`src/sv/u8x_pkg.sv`:
```
// shared types, codes and constants of the utf-8 xml character decoder
`default_nettype none

package u8x_pkg;

   // byte queue between the classifier and the sequence decoder
   localparam int unsigned QueueDepth    = 2;
   localparam int unsigned QueuePtrWidth = (QueueDepth > 1) ? $clog2(QueueDepth) : 1;
   localparam int unsigned QueueCntWidth = $clog2(QueueDepth + 1);

   // field widths
   localparam int unsigned ByteWidth      = 8;
   localparam int unsigned CodePointWidth = 21;
   localparam int unsigned StatusWidth    = 2;
   localparam int unsigned SeqLenWidth    = 3;

   // result status codes
   localparam logic [StatusWidth-1:0] STATUS_OK      = 2'd0;
   localparam logic [StatusWidth-1:0] STATUS_INVALID = 2'd1;
   localparam logic [StatusWidth-1:0] STATUS_EOF     = 2'd2;

   // range limits of the xml character rules
   localparam logic [CodePointWidth-1:0] MIN_TWO_BYTE   = 21'h000080;
   localparam logic [CodePointWidth-1:0] MIN_THREE_BYTE = 21'h000800;
   localparam logic [CodePointWidth-1:0] MAX_LOW_PLANE  = 21'h00D7FF;
   localparam logic [CodePointWidth-1:0] MIN_HIGH_PLANE = 21'h00E000;
   localparam logic [CodePointWidth-1:0] MAX_THREE_BYTE = 21'h00FFFD;
   localparam logic [CodePointWidth-1:0] MIN_FOUR_BYTE  = 21'h010000;
   localparam logic [CodePointWidth-1:0] MAX_CODE_POINT = 21'h10FFFF;

   // control character bound and the allowed control characters
   localparam logic [ByteWidth-1:0] CTRL_LIMIT = 8'h20;
   localparam logic [ByteWidth-1:0] CHAR_TAB   = 8'h09;
   localparam logic [ByteWidth-1:0] CHAR_LF    = 8'h0A;
   localparam logic [ByteWidth-1:0] CHAR_CR    = 8'h0D;

   // class of a raw byte, independent of decoder state
   typedef enum logic [2:0] {
      CLS_NUL,
      CLS_ASCII_OK,
      CLS_ASCII_BAD,
      CLS_CONT,
      CLS_LEAD2,
      CLS_LEAD3,
      CLS_LEAD4,
      CLS_BAD_LEAD
   } byte_class_type;

   // one queued byte with its class
   typedef struct packed {
      byte_class_type       cls;
      logic [ByteWidth-1:0] data;
   } entry_type;

endpackage

`default_nettype wire

```
`src/sv/u8x_front.sv`:
```
// front end: classifies each incoming byte before it is queued
`default_nettype none

module u8x_front (
   input  wire logic                         req_tvalid,
   output logic                              req_tready,
   input  wire logic [u8x_pkg::ByteWidth-1:0] req_tdata,
   input  wire logic                         queue_full,
   output logic                              push,
   output u8x_pkg::entry_type                push_entry
);

   // the front takes an item whenever the queue has room
   assign req_tready = !queue_full;
   assign push       = req_tvalid && !queue_full;

   // byte classification, in the priority order of the lead byte patterns
   always_comb begin
      push_entry.data = req_tdata;
      if (req_tdata == '0) begin
         push_entry.cls = u8x_pkg::CLS_NUL;
      end else if (req_tdata[7:3] == 5'b11110) begin
         push_entry.cls = u8x_pkg::CLS_LEAD4;
      end else if (req_tdata[7:4] == 4'b1110) begin
         push_entry.cls = u8x_pkg::CLS_LEAD3;
      end else if (req_tdata[7:5] == 3'b110) begin
         push_entry.cls = u8x_pkg::CLS_LEAD2;
      end else if (!req_tdata[7]) begin
         if (req_tdata < u8x_pkg::CTRL_LIMIT && req_tdata != u8x_pkg::CHAR_TAB &&
             req_tdata != u8x_pkg::CHAR_LF && req_tdata != u8x_pkg::CHAR_CR) begin
            push_entry.cls = u8x_pkg::CLS_ASCII_BAD;
         end else begin
            push_entry.cls = u8x_pkg::CLS_ASCII_OK;
         end
      end else if (req_tdata[7:6] == 2'b10) begin
         push_entry.cls = u8x_pkg::CLS_CONT;
      end else begin
         push_entry.cls = u8x_pkg::CLS_BAD_LEAD;
      end
   end

endmodule

`default_nettype wire

```
`src/sv/u8x_queue.sv`:
```
// short queue of classified bytes between front end and decoder
`default_nettype none

module u8x_queue (
   input  wire logic               clock,
   input  wire logic               reset,
   input  wire logic               push,
   input  wire u8x_pkg::entry_type push_entry,
   input  wire logic               pop,
   output logic                    full,
   output logic                    head_valid,
   output u8x_pkg::entry_type      head_entry
);

   localparam int unsigned Depth = u8x_pkg::QueueDepth;
   localparam int unsigned PtrW  = u8x_pkg::QueuePtrWidth;
   localparam int unsigned CntW  = u8x_pkg::QueueCntWidth;
   localparam logic [PtrW-1:0] LastPtr = PtrW'(Depth - 1);
   localparam logic [CntW-1:0] FullCnt = CntW'(Depth);

   u8x_pkg::entry_type slot_ff [Depth];
   logic [PtrW-1:0]    wr_ptr_ff, wr_ptr_in;
   logic [PtrW-1:0]    rd_ptr_ff, rd_ptr_in;
   logic [CntW-1:0]    count_ff,  count_in;

   assign full       = (count_ff == FullCnt);
   assign head_valid = (count_ff != '0);
   assign head_entry = slot_ff[rd_ptr_ff];

   // pointer and fill count update
   always_comb begin
      wr_ptr_in = wr_ptr_ff;
      rd_ptr_in = rd_ptr_ff;
      count_in  = count_ff;
      if (push) begin
         wr_ptr_in = (wr_ptr_ff == LastPtr) ? '0 : wr_ptr_ff + 1'b1;
      end
      if (pop) begin
         rd_ptr_in = (rd_ptr_ff == LastPtr) ? '0 : rd_ptr_ff + 1'b1;
      end
      if (push && !pop) begin
         count_in = count_ff + 1'b1;
      end else if (pop && !push) begin
         count_in = count_ff - 1'b1;
      end
   end

   always_ff @(posedge clock) begin
      if (reset) begin
         wr_ptr_ff <= '0;
         rd_ptr_ff <= '0;
         count_ff  <= '0;
      end else begin
         wr_ptr_ff <= wr_ptr_in;
         rd_ptr_ff <= rd_ptr_in;
         count_ff  <= count_in;
      end
   end

   // entry storage
   always_ff @(posedge clock) begin
      if (push) begin
         slot_ff[wr_ptr_ff] <= push_entry;
      end
   end

endmodule

`default_nettype wire

```
`src/sv/u8x_back.sv`:
```
// back end: gathers sequences, checks the xml rules and holds the result item
`default_nettype none

module u8x_back (
   input  wire logic                                clock,
   input  wire logic                                reset,
   input  wire logic                                head_valid,
   input  wire u8x_pkg::entry_type                  head_entry,
   output logic                                     pop,
   output logic                                     rsp_tvalid,
   input  wire logic                                rsp_tready,
   output logic [u8x_pkg::CodePointWidth-1:0]       code_point,
   output logic [u8x_pkg::StatusWidth-1:0]          status,
   output logic [u8x_pkg::SeqLenWidth-1:0]          seq_length
);

   localparam int unsigned CpW = u8x_pkg::CodePointWidth;

   logic [1:0]                        bytes_left_ff, bytes_left_in;
   logic [CpW-1:0]                    partial_ff,    partial_in;
   logic [u8x_pkg::SeqLenWidth-1:0]   lead_len_ff,   lead_len_in;
   logic                              valid_ff,      valid_in;
   logic [CpW-1:0]                    cp_ff,         cp_in;
   logic [u8x_pkg::StatusWidth-1:0]   status_ff,     status_in;
   logic [u8x_pkg::SeqLenWidth-1:0]   len_ff,        len_in;
   logic                              emit;
   logic [CpW-1:0]                    gathered;
   logic [1:0]                        left_dec;

   // range check of a completed multi-byte value
   function automatic logic value_ok(input logic [CpW-1:0] v,
                                     input logic [u8x_pkg::SeqLenWidth-1:0] len);
      logic ok;
      case (len)
         3'd2: ok = (v >= u8x_pkg::MIN_TWO_BYTE);
         3'd3: ok = !(v < u8x_pkg::MIN_THREE_BYTE ||
                      (v > u8x_pkg::MAX_LOW_PLANE && v < u8x_pkg::MIN_HIGH_PLANE) ||
                      v > u8x_pkg::MAX_THREE_BYTE);
         default: ok = !(v < u8x_pkg::MIN_FOUR_BYTE || v > u8x_pkg::MAX_CODE_POINT);
      endcase
      return ok;
   endfunction

   // take a queued item whenever the result register is free or drains
   assign pop = head_valid && (!valid_ff || rsp_tready);

   assign gathered = {partial_ff[CpW-7:0], head_entry.data[5:0]};
   assign left_dec = bytes_left_ff - 2'd1;

   // sequence decoding
   always_comb begin
      bytes_left_in = bytes_left_ff;
      partial_in    = partial_ff;
      lead_len_in   = lead_len_ff;
      emit          = 1'b0;
      cp_in         = '0;
      status_in     = u8x_pkg::STATUS_INVALID;
      len_in        = 3'd1;
      if (pop) begin
         if (bytes_left_ff == 2'd0) begin
            case (head_entry.cls)
               u8x_pkg::CLS_NUL: begin
                  emit      = 1'b1;
                  status_in = u8x_pkg::STATUS_EOF;
                  len_in    = 3'd0;
               end
               u8x_pkg::CLS_LEAD4: begin
                  partial_in    = CpW'(head_entry.data[2:0]);
                  lead_len_in   = 3'd4;
                  bytes_left_in = 2'd3;
               end
               u8x_pkg::CLS_LEAD3: begin
                  partial_in    = CpW'(head_entry.data[3:0]);
                  lead_len_in   = 3'd3;
                  bytes_left_in = 2'd2;
               end
               u8x_pkg::CLS_LEAD2: begin
                  partial_in    = CpW'(head_entry.data[4:0]);
                  lead_len_in   = 3'd2;
                  bytes_left_in = 2'd1;
               end
               u8x_pkg::CLS_ASCII_OK: begin
                  emit      = 1'b1;
                  cp_in     = CpW'(head_entry.data);
                  status_in = u8x_pkg::STATUS_OK;
               end
               default: begin
                  // control character, stray continuation or bad lead
                  emit = 1'b1;
               end
            endcase
         end else if (head_entry.cls != u8x_pkg::CLS_CONT) begin
            // broken sequence: report and drop back to idle
            emit          = 1'b1;
            len_in        = lead_len_ff;
            bytes_left_in = 2'd0;
            partial_in    = '0;
            lead_len_in   = '0;
         end else begin
            partial_in    = gathered;
            bytes_left_in = left_dec;
            if (left_dec == 2'd0) begin
               emit        = 1'b1;
               len_in      = lead_len_ff;
               partial_in  = '0;
               lead_len_in = '0;
               if (value_ok(gathered, lead_len_ff)) begin
                  cp_in     = gathered;
                  status_in = u8x_pkg::STATUS_OK;
               end
            end
         end
      end
   end

   // result register valid
   always_comb begin
      valid_in = valid_ff;
      if (pop) begin
         valid_in = emit;
      end else if (rsp_tready) begin
         valid_in = 1'b0;
      end
   end

   always_ff @(posedge clock) begin
      if (reset) begin
         bytes_left_ff <= '0;
         partial_ff    <= '0;
         lead_len_ff   <= '0;
         valid_ff      <= 1'b0;
      end else begin
         bytes_left_ff <= bytes_left_in;
         partial_ff    <= partial_in;
         lead_len_ff   <= lead_len_in;
         valid_ff      <= valid_in;
      end
   end

   // result payload
   always_ff @(posedge clock) begin
      if (pop && emit) begin
         cp_ff     <= cp_in;
         status_ff <= status_in;
         len_ff    <= len_in;
      end
   end

   assign rsp_tvalid = valid_ff;
   assign code_point = cp_ff;
   assign status     = status_ff;
   assign seq_length = len_ff;

endmodule

`default_nettype wire

```
`src/sv/utf8_xml_char_decoder.sv`:
```
// top level of the utf-8 decoder with xml character checks
//
// Usage:
//   req_ channel carries one raw text byte per item. rsp_ channel carries one
//   result item per complete character, per error and per end-of-input mark;
//   lead bytes and middle continuation bytes give no result.
//   A result appears on rsp_ once the byte that ends it has been accepted
//   and has passed through the byte queue and then the result register.
//   Throughput: one byte per clock cycle sustained; the decoder takes one
//   queued byte a cycle, gated only by the result register draining.
//   A two-entry byte queue sits between the classifier and the decoder and a
//   registered result sits behind it, so req_tready can stay high while a
//   result waits; when rsp_tready is held low the queue fills and then
//   req_tready drops until results are taken.
//   Reset (synchronous, active high) empties the queue, drops any partial
//   sequence, clears rsp_tvalid and returns the decoder to waiting for a
//   lead byte.
`default_nettype none

module utf8_xml_char_decoder (
   input  wire logic        clock,
   input  wire logic        reset,
   input  wire logic        req_tvalid,
   output logic             req_tready,
   input  wire logic [7:0]  req_tdata,   // [7:0] byte_in
   output logic             rsp_tvalid,
   input  wire logic        rsp_tready,
   output logic [23:0]      rsp_tdata,   // [20:0] code_point, [23:21] seq_length
   output logic [1:0]       rsp_tuser    // [1:0] status
);

   logic                                  queue_full;
   logic                                  push;
   u8x_pkg::entry_type                    push_entry;
   logic                                  pop;
   logic                                  head_valid;
   u8x_pkg::entry_type                    head_entry;
   logic [u8x_pkg::CodePointWidth-1:0]    code_point;
   logic [u8x_pkg::StatusWidth-1:0]       status;
   logic [u8x_pkg::SeqLenWidth-1:0]       seq_length;

   // byte classification
   u8x_front u_front (
      .req_tvalid (req_tvalid),
      .req_tready (req_tready),
      .req_tdata  (req_tdata),
      .queue_full (queue_full),
      .push       (push),
      .push_entry (push_entry)
   );

   // classified byte queue
   u8x_queue u_queue (
      .clock      (clock),
      .reset      (reset),
      .push       (push),
      .push_entry (push_entry),
      .pop        (pop),
      .full       (queue_full),
      .head_valid (head_valid),
      .head_entry (head_entry)
   );

   // sequence decoder and result register
   u8x_back u_back (
      .clock      (clock),
      .reset      (reset),
      .head_valid (head_valid),
      .head_entry (head_entry),
      .pop        (pop),
      .rsp_tvalid (rsp_tvalid),
      .rsp_tready (rsp_tready),
      .code_point (code_point),
      .status     (status),
      .seq_length (seq_length)
   );

   assign rsp_tdata = {seq_length, code_point};
   assign rsp_tuser = status;

   // a rejected or end-of-input result never carries a code point
   assert property (@(posedge clock) disable iff (reset)
      rsp_tvalid && status != u8x_pkg::STATUS_OK |-> code_point == '0)
      else $error("non-ok result carries a code point");

   // end of input always reports a zero length, and only it does
   assert property (@(posedge clock) disable iff (reset)
      rsp_tvalid |-> ((status == u8x_pkg::STATUS_EOF) == (seq_length == 3'd0)))
      else $error("end-of-input status and length disagree");

   // an accepted character is a scalar value of legal length
   assert property (@(posedge clock) disable iff (reset)
      rsp_tvalid && status == u8x_pkg::STATUS_OK |->
         code_point <= u8x_pkg::MAX_CODE_POINT && seq_length != 3'd0 &&
         seq_length <= 3'd4)
      else $error("accepted character out of range");

   // the queue only fills while results are being held back
   assert property (@(posedge clock) disable iff (reset)
      !req_tready |-> $past(rsp_tvalid && !rsp_tready))
      else $error("input stalled without output back-pressure");

endmodule

`default_nettype wire

```
`config.mk`:
```
export PLATFORM = sky130hd
export DESIGN_NAME = utf8_xml_char_decoder
export DESIGN_NICKNAME = d
export VERILOG_FILES = /design/src/sv/u8x_pkg.sv /design/src/sv/u8x_front.sv /design/src/sv/u8x_queue.sv /design/src/sv/u8x_back.sv /design/src/sv/utf8_xml_char_decoder.sv
export SDC_FILE = /design/constraint.sdc
export NUM_CORES = 1
export LEC_CHECK = 0
export ABC_AREA = 1
export BUFFER_PORTS_ARGS = -buffer_cell sky130_fd_sc_hd__buf_2
export CORE_UTILIZATION = 39
export DETAILED_ROUTE_END_ITERATION = 8
export PLACE_DENSITY_LB_ADDON = 0.2
export SETUP_SLACK_MARGIN = 0.1
export SYNTH_ARGS = -nofsm -noshare
export SYNTH_HDL_FRONTEND = slang
export SYNTH_SLANG_ARGS = --single-unit
```
`constraint.sdc`:
```
create_clock -name clock -period 2.1 [get_ports clock]
set_clock_uncertainty 0.1 [all_clocks]
set_input_delay 0.42 -clock clock [delete_from_list [all_inputs] [get_ports clock]]
set_output_delay 0.42 -clock clock [all_outputs]
set_load 0.005 [all_outputs]
```
# Word level (Yosys, flattened, before mapping)
# Memory sizes are Yosys's and may differ from the RTL's. A register that Yosys moved wholly into a read port is not among the register bits.
# Index checks and enable logic that the tools add are counted.
classes:
  n_reduce_logical: 30
  muxes: 52
  n_addsub: 5
  magnitude_cmp: 8
  eq_ne: 16
op_table:
  columns: ["operator", "count"]
  rows:
  - ["2-to-1 mux 21 bit", 4]
  - ["2-to-1 mux 15 bit", 3]
  - ["one-hot mux 15 bit (3 select lines)", 1]
  - ["greater-than comparator 21 x 16 -> 1 bit, second input constant", 2]
  - ["2-to-1 mux 3 bit", 12]
  - ["inequality test 8 x 4 -> 1 bit, second input constant", 3]
  - ["greater-or-equal comparator 21 x 8 -> 1 bit, second input constant", 1]
  - ["greater-than comparator 21 bit, second input constant", 1]
  - ["< comparator 21 x 12 -> 1 bit, second input constant", 1]
  - ["< comparator 21 x 16 -> 1 bit, second input constant", 1]
  - ["< comparator 21 x 17 -> 1 bit, second input constant", 1]
  - ["2-to-1 mux 1 bit", 19]
  - ["2-to-1 mux 2 bit", 8]
  - ["== test 3 bit, second input constant", 4]
  - ["logical AND 1 bit", 9]
  - ["one-hot mux 3 bit (3 select lines)", 1]
  - ["logical NOT 8 bit", 1]
  - ["< comparator 8 x 6 -> 1 bit, second input constant", 1]
  - ["2-to-1 mux 8 bit", 1]
  - ["== test 3 x 2 -> 1 bit, second input constant", 2]
  - ["logical NOT 1 bit", 6]
  - ["one-hot mux 2 bit (3 select lines)", 1]
  - ["nonzero test 2 bit", 3]
  - ["== test 5 bit, second input constant", 1]
  - ["17 further kinds", 24]
totals:
  ramBits: 22
  in_bits: 12
  output_inout_bits: 28
  elab_cells: 122
  reg_bits: 51
  mem_count: 1
mem_list:
  columns: ["name", "words", "word_bits", "read_ports", "rd_clocked_by_memory_dff", "write_ports", "line", "source"]
  rows:
  - ["u_queue.slot_ff", 2, 11, 1, 1, 1, "u8x_queue.sv:21", "u8x_pkg::entry_type slot_ff [Depth];"]

# Depth between registers and ports, before layout
# Gate-level depths: netlist of the first run.
logic_depth:
  word_depth: 14
  depth_mapped: 14
  depth_no_buf: 12

# Cells and area by module
# From an unflattened synthesis of the first run, not the netlist that was laid out.
unflattened:
  cells_unflattened: 386
  hier_area_um2: 3517.1
modules_own_cells:
  columns: ["module", "cells_each", "area_per_inst_um2", "n_inst", "seq_area_each_um2"]
  rows:
  - ["u8x_back", 281, 2257.2, 1, 1201.2]
  - ["u8x_queue", 67, 1059.8, 1, 760.7]
  - ["u8x_front", 38, 200.2, 1, 0.0]

# Least setup slack after synthesis of the first run
# No wires, ideal clock.
synth_path:
  kind: "register to register"
  start: "reg (tool-made name)"
  end: "reg u_back.cp_ff[0] (netlist: u_back.code_point[0]), enable pin"
  required_ns: 1.619
  path_stages_with_launch: 10
  synth_period_minus_slack_ns: 2.245
  setup_ns: 0.381
  n_path_buf: 1
  t_arrival_ns: 1.764
  slack_ns: -0.145
  path_cell_list: "dfxtp_1 > buf_6 > inv_4 > or2_1 > o21ai_2 > inv_2 > nand2_2 > o21ai_2 > or2_1 > inv_1"
synth_rtl:
  columns: ["element", "line", "source"]
  rows:
  - ["end signal: assignment", "u8x_back.sv:143", "cp_ff <= cp_in;"]
  - ["end: declaration", "u8x_back.sv:23", "logic [CpW-1:0] cp_ff, cp_in;"]

==> impl_results.md, run 1 <==
* Status: finished clean
* Clk Latency, worst-skew pair at about 0.35 ns
* Chip width at between 90 and 100 um
* Worst Hold Class: primary input to flop
* CP arrival at a little under 2 ns
* Worst-case clock buffer depth at 2
* Final worst-path cycle share at 0.939
* Post-Place Cells at between 500 and 600
* Worst path depth at 10
* First-pass GRT wire length at about 12000 um
* Total GRT Usage at 0.163
* Synth cell types at 39
* Die Area at 0.00971 mm2
* Antenna cell count at 0
* Clk pin slew, worst setup/hold paths at 0.08 ns
* Initial DRC count at a little under 80
* CTS buffer count at 9
* Hold-fix buffers, CTS at 0
* Antenna-violating nets left at 0
* TritonRoute pass-1 iters at 4
* Post-Place Worst Slack at -0.00943 ns
* Worst Reg-to-Reg Cells at 10
* MaxCap Viol Count at 0
* Peak supply drop at roughly 0.47 mV
* Crit path max-delay family: simple AND/OR/NAND/NOR gates
* Yosys warnings at 0
* Pwr dens at approximately 1300 mW/mm2
* CP bufs+invs at 3
* Hold Slack at between 0.15 and 0.2 ns
* Commonest non-fill, non-tap cell in the layout: nand2_1
* CP peak stage delay at just under 0.4 ns
* Worst R2R Setup Slack at roughly 0.13 ns
* Final net count at between 400 and 500
* Hold path depth at 1
* Final Max Slew Viols at 0
* FF-to-FF End: u_back.code_point[0]
* Design Power at ~0.006 W
* CP Capture Type: flop
* Num ports at 40
* Routed len/inst at around 13 um
* Initial antenna violation count at 0
* Syn avg cell area at just over 9 um2
* Post-synth top flop: edfxtp_1
* Vias in the first global route at between 2k and 3k
* Critical Path RT at ~2.1 ns
* Post-synthesis sequential area ratio at 0.540
* Yosys reg bits at 74
* Avg Vias per Cell at ~4.8
* Highest-count cells in the layout ignoring fill and taps: nand2_1, inv_1, edfxtp_1, buf_2, nor2_1
* RSZ-0062 raised after global routing: true
* Netlist area before placement at approximately 0.0036 mm2
* Core Rows at 34
* Vias at around 2.7k
* Startpoint types: flop
* TritonCTS clock tree: built
* Async SR Flop Fraction at 0
* Area occupied by multi-input gates at 0.00143 mm2
* Final Core Density at 0.498
* Slew @ Worst Pin at just under 0.4 ns
* EDFF count, synth at 48
* Die Span Y at roughly 99 um
* Crit path capture: u_back.code_point[0]
* CP Class: flop to flop
* Core Footprint at 0.00889 mm2
* Rel. slew slack at 0.733
* Final setup viols at 0
* H-tree levels at 3
* DPL Wire Length at between 5000 and 6000 um
* Storage element area at ~0.002 mm2
* Root buf cell: clkbuf_8
* Syn nets at a little over 400
* # DRC at 0
* Highest-delay cell along the critical path: dfxtp_4
* Crit-path max FO at 8
* Final Worst Setup Slack at between 0.1 and 0.15 ns
* Port bufs at 39
* Fill count at roughly 830
* Largest net degree at the start of global routing at 21
* Post-layout min period at 1.97 ns
* Fin. Hold Viols at 0
* Layout cells sized above 1 at 0.337
* Non-Filler Instances at 568
* Mapped Cells at ~400
* FMAX at roughly 510 MHz
* Routed WL at around 7700 um
* Total gr overflow at 0
* CTS Sinks at 74
* GP Congestion at approximately 0.84
* Leak at 1.76 nW
* Starting Density at 0.409
* Cells along the critical path: inv_6 > or2_1 > o21ai_2 > nand3_4 > nor2_4 > nand2_2 > o21ai_4 > or2_4 > clkinvlp_4 > clkbuf_16
* Area grow syn2layout at 21.7%
layer usage:
metal  share of wire  wire length, um  global-route usage
met1            0.45             3450               0.199
met2            0.50             3800               0.277
met3           0.034              259              0.0447
met4           0.019              144              0.0597
met5               0                0                   0
worst min path at each step:
stage / startpoint / end / slack (ns)
after detailed placement: u_queue.rd_ptr_ff / u_queue.rd_ptr_ff / 0.34
after global routing: req_tdata[0] / u_queue.slot_ff[1][0] / 0.17
final: req_tdata[0] / u_queue.slot_ff[1][0] / 0.19
after CTS: req_tdata[0] / u_queue.slot_ff[1][0] / 0.17
after global placement: u_queue.rd_ptr_ff / u_queue.rd_ptr_ff / 0.34
after floorplan: u_queue.rd_ptr_ff / flop / 0.32
logic make-up (layout without fill, tap and decap cells):
kind of cell             after synthesis  in the layout  share of synthesized area
AND/OR/NAND/NOR                      182            183                      0.257
buffers and inverters                 69            138                     0.0902
AO/OA/AOI/OAI                         62             62                      0.103
flip-flops                            74             74                      0.540
adder cells (fa/ha/maj)                3              3                     0.0103
metrics by stage:
stage	TNS, ns	cell area, um2
after floorplan	-0.182	3650
after global placement	0	4020
after detailed placement	-0.00943	4020
after CTS	0	4300
after global routing	0	4430
final	0	4430
flip-flops by register name, indices dropped and copies added (netlist names), 2 cells and up, named ones only:
signal and cells:
u_queue.slot_ff 22, u_back.code_point 21, u_back.seq_length 3, u_back.lead_len_ff 3, u_back.partial_ff 15, u_back.status 2, u_back.bytes_left_ff 2, u_queue.count_ff 2
cell usage after synthesis, drive strengths merged, types with 3 or more instances:
master	number	area, um2
nand2	108	483
inv	57	216
edfxtp	48	1440
nor2	46	263
a21oi	37	223
dfxtp	26	521
nand3	18	113
o21ai	18	101
buf	7	86.3
clkbuf	3	11.3
ha	3	37.5
nor3	3	15.0
timing repair:
action / in CTS / in global routing
setup buffers: 3 / 2
pin swaps: 0 / 2
gates cloned: 1 / 3
hold endpoints to repair: 0 / 0
gates resized for setup: 2 / 21
setup endpoints to repair: 28 / 51
area by class of cell:
cell class / count / share of cell area
Clock buffer: 9 / 0.0280
Clock inverter: 7 / 0.0209
Inverter: 59 / 0.0534
Multi-Input combinational cell: 248 / 0.324
Sequential cell: 74 / 0.444
Tap cell: 108 / 0.0305
Timing Repair Buffer: 63 / 0.0992
where the power goes:
group          internal [W]  leakage, nW  switching (W)
logic              0.000932        0.982        0.00155
clock network      0.000667        0.110       0.000544
registers           0.00206        0.669       0.000159
No activity file was read; power rests on OpenSTA's default activity.
==> run 2, diff against run 1 <==
--- a/config.mk
+++ b/config.mk
@@ -7,6 +7,7 @@
 export LEC_CHECK = 0
 export ABC_AREA = 1
 export BUFFER_PORTS_ARGS = -buffer_cell sky130_fd_sc_hd__buf_2
+export CORE_MARGIN = 3
 export CORE_UTILIZATION = 39
 export DETAILED_ROUTE_END_ITERATION = 8
 export PLACE_DENSITY_LB_ADDON = 0.2
==> impl_results.md, run 2 (synthesis results as in run 1) <==
* Biggest register: u_queue.slot_ff
* Initial antenna violation count at 0 (unchanged)
* Crit-path max FO at 26 (+18)
* Sw Ratio at 0.383 (+0.00142)
* H-tree levels at 3 (unchanged)
* Post-layout min period at 1.95 ns (-0.0218 ns)
* Fin. Hold Viols at 0 (unchanged)
* Core Rows at 34 (unchanged)
* Critical Path RT at 2.06 ns (-0.06 ns)
* # DRC at 0 (unchanged)
* Clk Latency, worst-skew pair at 0.35 ns (about the same)
* Num ports at 40 (unchanged)
* TritonRoute pass-1 iters at 4 (unchanged)
* Worst Hold Class: primary input to flop
* Initial DRC count at 115 (+49%)
* Leak at 1.73 nW (-1.6%)
* MaxCap Viol Count at 0 (unchanged)
* Final Worst Setup Slack at 0.149 ns (+0.0218 ns)
* Post-Place Worst Slack at 0.0797 ns (+0.0891 ns)
* Root buf cell: clkbuf_8
* TritonCTS clock tree: built
* Largest net degree at the start of global routing at 27 (+29%)
* Rel. slew slack at 0.709 (-0.0237)
* Total gr overflow at 0 (unchanged)
* Hold-fix buffers, CTS at 0 (unchanged)
* Final setup viols at 0 (unchanged)
* Vias at 2694 (-1.3%)
* Die Span Y at 103 um (+4.1%)
* Worst-case clock buffer depth at 2 (unchanged)
* Antenna cell count at 0 (unchanged)
* Core Footprint at 0.00889 mm2 (unchanged)
* Vias in the first global route at 2636 (+2.7%)
* Avg Vias per Cell at 4.79 (-0.44%)
* Final net count at 465 (-1.1%)
* Net Sw Power at 0.00221 W (-2.2%)
* Slew @ Worst Pin at 0.430 ns (+0.0352 ns)
* RSZ-0062 raised after global routing: true
* Non-Filler Instances at 563 (-0.88%)
* CTS Sinks at 74 (unchanged)
* Routed len/inst at 13.3 um (-1.3%)
* Setup tns final at 0 ns (unchanged)
* DPL Wire Length at 5690 um (+3.4%)
* GP Congestion at 0.870 (+3.7%)
* Final worst-path cycle share at 0.929 (-0.0104)
* Final Max Slew Viols at 0 (unchanged)
* Antenna-violating nets left at 0 (unchanged)
* Highest-count cells in the layout ignoring fill and taps: nand2_1, inv_1, edfxtp_1, buf_2
* Clk pin slew, worst setup/hold paths at 0.08 ns (about the same)
* CP bufs+invs at 3 (unchanged)
* FMAX at 513 MHz (+1.1%)
* Starting Density at 0.409 (unchanged)
* CTS buffer count at 9 (unchanged)
* Chip width at 103 um (+4.1%)
* Startpoint types: flop
* Commonest non-fill, non-tap cell in the layout: nand2_1
* P_int at 0.00356 W (-2.7%)
* Clock power share at 0.206 (about the same)
* Largest regs: u_queue.slot_ff (22), u_back.code_point (21), u_back.partial_ff (15)
* CP peak stage delay at 0.38 ns (about the same)
* First-pass GRT wire length at 12500 um (+2.3%)
* Area grow syn2layout at 20.6%
* Highest-delay cell along the critical path: dfxtp_4
* Die Area at 0.0105 mm2 (+8.3%)
* Total GRT Usage at 0.154 (-0.00867)
* Post-Place Cells at 545 (+0.37%)
* Peak supply drop at 0.517 mV (+10%)
* Layout cells sized above 1 at 0.332 (-0.00509)
* Port bufs at 39 (unchanged)
* Status: finished clean
* Fill count at 831 (+0.48%)
* Routed WL at 7490 um (-2.2%)
* Seq pwr share at 0.385 (+0.010)
* CP arrival at 1.91 ns (-0.08 ns)
* Number of flip-flops under the largest register name at 22 (unchanged)
* Pwr dens at 1310 mW/mm2 (-1.6%)
* Hold Slack at 0.197 ns (+0.00947 ns)
* Logic pwr share at 0.409 (-0.011)
* CP Capture Type: flop
* Crit path max-delay family: simple AND/OR/NAND/NOR gates
* CP Class: flop to flop
* Cells along the critical path: buf_12 > nand2_1 > nand2_1 > nand3_4 > nor2_2 > nand2_2 > o21ai_4 > or2_4 > clkinvlp_4 > buf_12
-- run 2: per-stage QoR --
stage | instance area, um2 | util | power, W
after floorplan | 3650 | - | 0.00374
after global placement | 4080 | 0.459 | 0.00450
after detailed placement | 4080 | 0.459 | 0.00453
after CTS | 4300 | 0.484 | 0.00572
after global routing | 4390 | 0.493 | 0.00619
final | 4390 | 0.493 | 0.00576
-- run 2: worst register-to-register path, cell delays in order, from the launching register on --
cell        delay [ns]
dfxtp_4           0.38
buf_12            0.14
nand2_1           0.05
nand2_1           0.11
nand3_4           0.11
nor2_2            0.04
nand2_2           0.10
o21ai_4           0.08
or2_4             0.27
clkinvlp_4        0.08
buf_12            0.17
-- run 2: timing repair --
item	4_1_cts	5_1_grt
resized for setup	0	20
setup buffers	0	2
pin swaps	0	6
endpoints found under the hold margin	0	0
endpoints found under the setup margin	1	52
-- run 2: cell type report --
cell class              count  area (um2)  area share
inverters                  59         236      0.0539
multi-input cells         247        1420       0.323
well taps                 108         135      0.0308
repair buffers             59         408      0.0930
flip-flops and latches     74        1970       0.449
clock buffers              10         149      0.0340
clock inverters             6        71.3      0.0163
-- run 2: power by group through the flow --
stage               Sequential [W]  Combinational, W  Clock (W)
detailed placement         0.00225           0.00228          0
global route               0.00227           0.00266    0.00127
floorplan                  0.00225           0.00149          0
global placement           0.00225           0.00225          0
CTS                        0.00222           0.00229    0.00121
finish                     0.00222           0.00236    0.00119
-- run 2: per-layer routing --
metal	global-route usage	share of wire	vias to the layer above	wire length (um)
met2	0.266	0.51	57	3840
li1	-	-	1384	-
met4	0.0545	0.013	0	99
met5	0	0	-	0
met1	0.188	0.44	1246	3260
met3	0.0386	0.039	7	289
-- run 2: final timing paths --
| check | depth (start not counted) | to | start | slack [ns] |
|---|---|---|---|---|
| setup / recovery | 10 | u_back.code_point[6] | flop | 0.15 |
| hold / removal | 1 | u_queue.slot_ff[0][1] | req_tdata[1] | 0.20 |
| setup reg to reg | 10 | u_back.code_point[6] | flop | 0.15 |
| hold reg to reg | 1 | flop | u_queue.rd_ptr_ff | 0.36 |
==> run 3, diff against run 2 <==
--- a/config.mk
+++ b/config.mk
@@ -5,12 +5,12 @@
 export SDC_FILE = /design/constraint.sdc
 export NUM_CORES = 1
 export LEC_CHECK = 0
-export ABC_AREA = 1
 export BUFFER_PORTS_ARGS = -buffer_cell sky130_fd_sc_hd__buf_2
 export CORE_MARGIN = 3
 export CORE_UTILIZATION = 39
 export DETAILED_ROUTE_END_ITERATION = 8
 export PLACE_DENSITY_LB_ADDON = 0.2
+export RECOVER_POWER = 25
 export SETUP_SLACK_MARGIN = 0.1
 export SYNTH_ARGS = -nofsm -noshare
 export SYNTH_HDL_FRONTEND = slang
==> impl_results.md, run 3 <==
* Status: finished clean
* Final setup viols at 0 (unchanged)
* Port bufs at 39 (unchanged)
* Biggest register: u_queue.slot_ff
* Count leader, synth: edfxtp_1
* Crit-path max FO at 7 (-73%)
* Area grow syn2layout at 21.3%
* Die Area at 0.00960 mm2 (-8.8%)
* Antenna cell count at 0 (unchanged)
* H-tree levels at 3 (unchanged)
* Highest-count cells in the layout ignoring fill and taps: edfxtp_1, nor2_1, buf_2, dfxtp_1, buf_4
* EDFF count, synth at 48 (unchanged)
* Mapped Cells at 278 (-29%)
* Chip width at 98.0 um (-4.5%)
* Hold Slack at 0.242 ns (+0.0458 ns)
* Fin. Hold Viols at 0 (unchanged)
* Slew @ Worst Pin at 0.527 ns (+0.0969 ns)
* Final Max Slew Viols at 0 (unchanged)
* Post-synthesis sequential area ratio at 0.595 (+0.0553)
* Routed len/inst at 15.4 um (+16%)
* Post-synth top area share at 0.437 (+0.0406)
* Initial DRC count at 165 (+43%)
* Layout cells sized above 1 at 0.281 (-0.0507)
* Yosys reg bits at 74 (unchanged)
* Leak at 1.41 nW (-19%)
* Vias in the first global route at 2261 (-14%)
* GP Congestion at 0.827 (-5.0%)
* Area leader, netlist: edfxtp_1
* Core Footprint at 0.00797 mm2 (-10%)
* Placed cell area at 0.00372 mm2 (-8.7%)
* Commonest non-fill, non-tap cell in the layout: edfxtp_1
* Clk pin slew, worst setup/hold paths at 0.08 ns (about the same)
* Syn nets at 293 (-28%)
* Clock power share at 0.209 (+0.003)
* TritonCTS clock tree: built
* CP arrival at 2.09 ns (+0.18 ns)
* Seq pwr share at 0.427 (+0.042)
* Clk Latency, worst-skew pair at 0.35 ns (about the same)
* Logic pwr share at 0.364 (-0.045)
* Avg Vias per Cell at 5.27 (+10%)
* Post-synth top flop: edfxtp_1
* Final worst-path cycle share at 0.950 (+0.0207)
* RSZ-0062 raised after global routing: true
* Cell area after layout at 0.00400 mm2 (-8.8%)
* Routed WL at 6910 um (-7.8%)
* Hold-fix buffers, CTS at 0 (unchanged)
* Post-layout min period at 1.99 ns (+0.0435 ns)
* Synth cell types at 48 (+23%)
* Root buf cell: clkbuf_8
* Netlist area before placement at 0.00330 mm2 (-9.3%)
* P_int at 0.00333 W (-6.4%)
* Total gr overflow at 0 (unchanged)
* FMAX at 501 MHz (-2.2%)
* # DRC at 0 (unchanged)
* DPL Wire Length at 4770 um (-16%)
* Syn avg cell area at 11.9 um2 (+27%)
* Number of flip-flops under the largest register name at 22 (unchanged)
* Worst Hold Class: primary input to flop
* Sw Ratio at 0.345 (-0.0381)
* Largest regs: u_queue.slot_ff (22), u_back.code_point (21), u_back.partial_ff (15)
* Peak supply drop at 0.727 mV (+41%)
* MaxCap Viol Count at 0 (unchanged)
* Net Sw Power at 0.00175 W (-21%)
* CP Capture Type: flop
* CTS Sinks at 74 (unchanged)
* Initial antenna violation count at 0 (unchanged)
* CP Class: flop to flop
* Yosys warnings at 0 (unchanged)
* First-pass GRT wire length at 11400 um (-8.8%)
* Rel. slew slack at 0.649 (-0.0608)
* Top cells by count, synth: edfxtp_1, nor2_1, dfxtp_1
* TritonRoute pass-1 iters at 4 (unchanged)
* Num ports at 40 (unchanged)
* Total GRT Usage at 0.152 (-0.00257)
* Synth area leaders: edfxtp_1, dfxtp_1, nor3b_2
* Critical Path RT at 2.20 ns (+0.14 ns)
* Final net count at 355 (-24%)
* Die Span Y at 98.0 um (-4.5%)
* Async SR Flop Fraction at 0 (unchanged)
* Core Rows at 32 (-5.9%)
* Starting Density at 0.414 (+0.00499)
* Antenna-violating nets left at 0 (unchanged)
* Largest net degree at the start of global routing at 21 (-22%)
* Vias at 2357 (-13%)
* CTS buffer count at 9 (unchanged)
* Startpoint types: flop
* Pwr dens at 1270 mW/mm2 (-3.4%)
* Worst-case clock buffer depth at 2 (unchanged)
run 3: cell families after synthesis:
kind of cell | after synthesis | share of synthesized area
AND/OR/NAND/NOR | 108 | 0.192
XOR/XNOR | 5 | 0.0133
multiplexers | 12 | 0.0410
adder cells (fa/ha/maj) | 3 | 0.0114
AO/OA/AOI/OAI | 57 | 0.120
buffers and inverters | 19 | 0.0281
flip-flops | 74 | 0.595
run 3: cell type report:
type | instances | area, um2
clock buffer | 11 | 131
clock inverter | 5 | 56.3
fill | 726 | 3970
inverter | 7 | 26.3
multi-input combinational | 186 | 1300
sequential | 74 | 1970
tap | 102 | 128
timing repair buffer | 62 | 395
run 3: repair_timing:
item / 4_1_cts / 5_1_grt
setup buffers: 1 / 1
gates resized for setup: 9 / 13
pin swaps: 2 / 5
gates cloned: 1 / 1
setup endpoints to repair: 46 / 30
run 3: power groups by stage:
stage,clock (W),combinational [W],sequential (W)
2_1_floorplan,0,0.00108,0.00219
3_3_place_gp,0,0.00172,0.00219
3_5_place_dp,0,0.00173,0.00220
4_1_cts,0.00110,0.00184,0.00217
5_1_grt,0.00116,0.00205,0.00221
6_report,0.00106,0.00185,0.00217
run 3: layer usage:
layer	share of wire	wire (um)	global-route usage	vias up
li1	-	-	-	1168
met1	0.45	3080	0.193	1117
met2	0.48	3340	0.242	63
met3	0.056	389	0.0500	9
met4	0.015	103	0.0564	0
met5	0	0	0	-
run 3: final timing paths:
path	startpoint	to	slack, ns	cells after the start
worst max-delay path	flop	u_back.code_point[19]	0.11	8
worst min-delay path	req_tdata[2]	u_queue.slot_ff[1][2]	0.24	1
worst max register to register	flop	u_back.code_point[19]	0.11	8
worst min register to register	u_back.lead_len_ff[1]	u_back.lead_len_ff[1]	0.39	2
run 3: metrics by stage:
step / utilization / total power [W] / setup slack (ns) / std cells / TNS (ns)
after CTS: 0.497 / 0.00511 / 0.0692 / 445 / 0
after detailed placement: 0.467 / 0.00393 / -0.000692 / 427 / -0.00379
after floorplan: - / 0.00327 / 0.214 / 278 / 0
final: 0.502 / 0.00508 / 0.105 / 447 / 0
after global routing: 0.502 / 0.00543 / 0.0327 / 447 / 0
after global placement: 0.467 / 0.00391 / 0.0422 / 427 / 0
run 3: worst max-delay path, stage by stage (launching register included):
cell and delay (ns):
dfxtp_4 0.37, buf_6 0.12, nand3b_1 0.18, buf_4 0.16, a211o_1 0.30, a21oi_4 0.17
nand2_4 0.12, clkbuf_16 0.18, nor3b_2 0.16
